[src/rtl/ccc_pkg.sv]
// Shared types and codes for the snooping coherent cache controller.
package ccc_pkg;

  typedef struct packed {
    logic [2:0]  opcode;
    logic [31:0] address;
    logic        other_copy;
  } in_word_t;

  typedef struct packed {
    logic       hit;
    logic [2:0] bus_request;
    logic       victim_writeback;
    logic       flush;
    logic       intervention;
    logic       invalidated;
    logic [2:0] new_state;
  } out_word_t;

  // Opcodes of an input word.
  localparam logic [2:0] OP_PRD    = 3'd0;
  localparam logic [2:0] OP_PWR    = 3'd1;
  localparam logic [2:0] OP_BUSRD  = 3'd2;
  localparam logic [2:0] OP_BUSRDX = 3'd3;
  localparam logic [2:0] OP_BUSUPG = 3'd4;
  localparam logic [2:0] OP_BUSUPD = 3'd5;

  // Line states.
  localparam logic [2:0] ST_I  = 3'd0;
  localparam logic [2:0] ST_S  = 3'd1;
  localparam logic [2:0] ST_E  = 3'd2;
  localparam logic [2:0] ST_M  = 3'd3;
  localparam logic [2:0] ST_SM = 3'd4;

  // Bus requests.
  localparam logic [2:0] BUS_NONE   = 3'd0;
  localparam logic [2:0] BUS_RD     = 3'd1;
  localparam logic [2:0] BUS_RDX    = 3'd2;
  localparam logic [2:0] BUS_UPGR   = 3'd3;
  localparam logic [2:0] BUS_UPD    = 3'd4;
  localparam logic [2:0] BUS_RD_UPD = 3'd5;

  // Protocol modes.
  localparam logic [1:0] MODE_MSI    = 2'd0;
  localparam logic [1:0] MODE_MESI   = 2'd1;
  localparam logic [1:0] MODE_DRAGON = 2'd2;

endpackage

[src/rtl/ccc_front.sv]
// Front end: accepts words, splits the address into set and tag, and queues them.
module ccc_front #(
  parameter int NUM_SETS    = 64,
  parameter int BLOCK_BYTES = 64,
  parameter int ADDR_BITS   = 32,
  parameter int SET_W       = 6,
  parameter int TAG_W       = 20
) (
  input  logic             clk,
  input  logic             rst_n,
  input  logic             start,
  input  ccc_pkg::in_word_t in_word,
  input  logic             hold,
  output logic             busy,
  output logic             q_valid,
  input  logic             q_pop,
  output logic [2:0]       q_op,
  output logic             q_other,
  output logic [SET_W-1:0] q_set,
  output logic [TAG_W-1:0] q_tag
);
  import ccc_pkg::*;

  localparam int OFF_W  = $clog2(BLOCK_BYTES);
  localparam int SB     = $clog2(NUM_SETS);
  localparam int EFF_W  = ADDR_BITS < 32 ? ADDR_BITS : 32;
  localparam int ITEM_W = 3 + 1 + SET_W + TAG_W;

  logic [31:0]       addr_eff;
  logic [31:0]       blk;
  logic [ITEM_W-1:0] item;
  logic [ITEM_W-1:0] slot_r [2];
  logic              wp_r, wp_nxt, rp_r, rp_nxt;
  logic [1:0]        cnt_r, cnt_nxt;
  logic              push;

  assign addr_eff = (EFF_W == 32) ? in_word.address
                  : (in_word.address & ((32'd1 << EFF_W) - 32'd1));
  assign blk  = addr_eff >> OFF_W;
  assign item = {in_word.opcode, in_word.other_copy,
                 SET_W'(blk & 32'(NUM_SETS - 1)), TAG_W'(blk >> SB)};

  assign busy = (cnt_r == 2'd2) || hold;
  assign push = start && !busy;
  assign q_valid = (cnt_r != 2'd0);
  assign {q_op, q_other, q_set, q_tag} = slot_r[rp_r];

  always_comb begin
    wp_nxt  = push ? ~wp_r : wp_r;
    rp_nxt  = q_pop ? ~rp_r : rp_r;
    cnt_nxt = cnt_r + {1'b0, push} - {1'b0, q_pop};
  end

  always_ff @(posedge clk) begin
    if (!rst_n) begin
      wp_r  <= 1'b0;
      rp_r  <= 1'b0;
      cnt_r <= 2'd0;
    end else begin
      wp_r  <= wp_nxt;
      rp_r  <= rp_nxt;
      cnt_r <= cnt_nxt;
    end
    if (push) begin
      slot_r[wp_r] <= item;
    end
  end
endmodule

[config.mk]
export PLATFORM = sky130hd
export DESIGN_NAME = ccc_front
export DESIGN_NICKNAME = d
export VERILOG_FILES = /design/src/rtl/ccc_pkg.sv /design/src/rtl/ccc_front.sv
export SDC_FILE = /design/constraint.sdc
export NUM_CORES = 1
export LEC_CHECK = 0
export BUFFER_PORTS_ARGS = -buffer_cell sky130_fd_sc_hd__buf_2
export CORE_MARGIN = 8
export CORE_UTILIZATION = 46
export CTS_CLUSTER_SIZE = 28
export DETAILED_ROUTE_END_ITERATION = 8
export GPL_TIMING_DRIVEN = 0
export PLACE_DENSITY_LB_ADDON = 0.15
export SLEW_MARGIN = 20
export SYNTH_ARGS = -nofsm -noshare
export SYNTH_HDL_FRONTEND = slang
export SYNTH_SLANG_ARGS = --single-unit
[constraint.sdc]
create_clock -name clk -period 2.3 [get_ports clk]
set_clock_uncertainty 0.05 [all_clocks]
set_input_delay 0.23 -clock clk [delete_from_list [all_inputs] [get_ports clk]]
set_output_delay 0.23 -clock clk [all_outputs]
set_load 0.01 [all_outputs]
==> impl_results.md <==
- Outcome: finished clean
- CP delay by family, top: simple AND/OR/NAND/NOR gates
- Syn_area_per_cell: roughly 21 µm²
- CTS max path bufs: 2
- XOR/XNOR Fraction of Synth Area: 1.04%
- Syn Nets: 161
- Adder-Cell Fraction of Synth Area: 0.993%
- Mapped Area: 0.00252 mm²
- Per-cell routed wire length: 16.0 µm
- DRC violations left: 0
- CTS tree: built
- Crit end category: flip-flop
- Synth Warn #: 0
- Crit path depth: 8
- CP Cell Sequence: nand2b_1, nand3b_1, ha_1, inv_1, ha_1, xnor2_1, xnor2_1, and2_1
- Share of cells above drive strength 1: a little under three fifths
- Reg-to-reg slack, setup: 0.33 ns
- Worst r2r dst: cnt_r[1]
- # resized after CTS: 0
- Portion of netlist area occupied by mux cells: a little under a fifth
- Compound-cell area share of the yosys netlist: 0%
- Register area share after synthesis: ~75%
- GRT Total Usage: 11.3%
- Final GP Congestion: 0.647
- Origin of the worst setup path: cnt_r[0]
- Final Non-Filler Cells: 274
- Slew Viols, Final: 0
- Detailed Place HPWL: 3190 µm
- Buffers on Ports: 66
- Residual antenna-violating net count after detailed routing: 0
- Global-route wire length before repair: 6800 µm
- Cell taking the most area after synthesis: edfxtp_1
- Number of diodes: 0
- Worst slack, placed: 0.349 ns
- CTS Sinks: 65
- Worst-path clk slew: around 0.07 ns
- Area contributors post-synth: edfxtp_1, mux2_4, dfxtp_1
- Min-delay worst type: input port to flip-flop
- Seq cells post-synth: 65
- Post-synth cell types: 15
- Cell count after synthesis: approximately 120
- Yosys top cell area share: about 71%
- Largest net degree at the start of global routing: 17
- Actual slew at the worst max-slew pin: roughly 0.55 ns
- Num ports: 73
- Worst skew pair latency: between 0.3 and 0.4 ns
- GRT overflow: 0
- Via total after detailed routing: 1,285
- Post-cts hold buffer count: 0
- CP arrival: around 2.1 ns
- DRT iter0 DRCs: 50
- Core area: 0.00541 mm²
- Largest stage delay, worst path: 0.38 ns
- Largest family of logic cells by synthesized area: multiplexers
- Peak Freq: roughly 510 MHz
- Final Hold Violating Endpoints: 0
- RSZ-0062 raised after global routing: no
- Starting Density: 46.6%
- Critical Path RT: approximately 2.5 ns
- Final setup viols: 0
- Vias per inst: 4.69
- # fillers: 444
- Worst slew margin: 63.5%
- Post-route minimum period: 1.97 ns
- Layout area overhead: 26.6%
- H-Tree Depth: 3
- Die Wd: between 90 and 100 µm
- PD cells: about 840 mW/mm²
- Max rail drop VDD: about 0.53 mV
- Reg-to-Reg Start: cnt_r[0]
- DIE AREA: approximately 0.0081 mm²
- Antenna violations before repair: 0
- Die H: 90.0 µm
- Number of global-route vias before repair: 1,432
- Fin crit share: 85.5%
- Post-CTS Setup Bufs: 0
- PnR Total Power: 0.00267 W
- Core Rows: 27
- Clock root buffer: clkbuf_8
- Max cap viols: 0
- Critical path class: flip-flop to flip-flop
- R2R depth: 8
- Layout net count: between 200 and 250
- Routed WL: 4390 µm
- Dpl cells: about 260
- Leakage: 1.28 nW
- First-pass detailed-route iteration total: 4
- Post-synthesis simple-gate area fraction: 2.63%
- CP max stage cell: ha_1
- CTS buffer count: 9
- Max FO, Critical Path: 4
- CP startpoint kind: flip-flop
- Worst setup margin: about 0.33 ns
- Critical path destination: cnt_r[1]
- Worst path bufs/invs: 1
## cell usage after synthesis, drive strengths merged
cell type,count
nand2b,2
buf,3
ha,2
or2,1
mux2,30
nand3b,1
inv,2
nor2,2
mux2i,1
dfxtp,5
and2,4
xnor2,2
nand2,2
edfxtp,60
xor2,1
## cell type report
type | count | area (µm²) | share of cell area [%]
Buffer | 3 | 33.8 | 1.06
Clock buffer | 12 | 135 | 4.24
Clock inverter | 4 | 43.8 | 1.37
Inverter | 2 | 7.51 | 0.235
Multi-Input combinational cell | 48 | 593 | 18.6
Sequential cell | 65 | 1900 | 59.6
Tap cell | 72 | 90.1 | 2.82
Timing Repair Buffer | 68 | 385 | 12.1
## placed cells by master, fill, tap and decap left out, types with 2 or more instances in the layout
cell type / count
nand2b_1: 2
buf_2: 66
clkinv_2: 2
and2_1: 4
inv_1: 2
nor2_4: 2
dfxtp_1: 5
clkbuf_8: 9
edfxtp_1: 60
clkbuf_1: 3
ha_1: 2
buf_6: 3
nand2_1: 2
mux2_4: 30
buf_16: 2
xnor2_1: 2
## how the worst min path moves through the flow
stage | startpoint | endpoint | cells after the start | slack, ns
floorplan | in_word[13] | slot_r[0][0] | 0 | 0.28
global placement | in_word[15] | slot_r[1][2] | 1 | 0.37
detailed placement | in_word[12] | slot_r[0][25] | 1 | 0.37
CTS | in_word[20] | slot_r[0][7] | 1 | 0.02
global route | in_word[27] | slot_r[1][14] | 1 | 0.01
finish | in_word[20] | slot_r[0][7] | 1 | 0.04
## through the flow
stage / setup TNS (ns) / utilization, % / cell area, µm² / hold WS (ns)
6_report: 0 / 59.0 / 3190 / 0.0351
5_1_grt: 0 / 59.0 / 3190 / 0.0105
4_1_cts: 0 / 59.0 / 3190 / 0.0211
3_5_place_dp: 0 / 55.7 / 3010 / 0.372
3_3_place_gp: -43.13 / 54.4 / 2940 / 0.368
2_1_floorplan: -2.95 / - / 2520 / 0.279
## power breakdown
part / internal (W) / leakage, nW / switching [W]
Combinational: 0.000209 / 0.597 / 0.000181
Clock: 0.000494 / 0.0918 / 0.000389
Sequential: 0.00137 / 0.591 / 0.0000252
## cells by family (layout without fill, tap and decap cells)
group	count (synthesis)	after routing
flip-flops	65	65
multiplexers	31	31
AND/OR/NAND/NOR	12	12
buffers and inverters	5	89
XOR/XNOR	3	3
adder cells (fa/ha/maj)	2	2
## worst reg2reg max path: stages, from the launching register on
cell      delay [ns]
dfxtp_1         0.35
nand2b_1        0.14
nand3b_1        0.25
ha_1            0.38
inv_1           0.05
ha_1            0.18
xnor2_1         0.20
xnor2_1         0.10
and2_1          0.17
## sequential cells by signal (all words and copies together), names as in the netlist, named ones only
register  flops
cnt_r         2
wp_r          1
slot_r       60
rp_r          1
## metal layers
| layer | global-route usage (%) | up-vias | wire (µm) |
|---|---|---|---|
| met5 | 0 | - | 0 |
| met3 | 5.57 | 12 | 313 |
| met2 | 18.7 | 48 | 2260 |
| met4 | 7.35 | 0 | 125 |
| li1 | - | 610 | - |
| met1 | 11.2 | 615 | 1690 |
(Power assumes the default switching activity.)
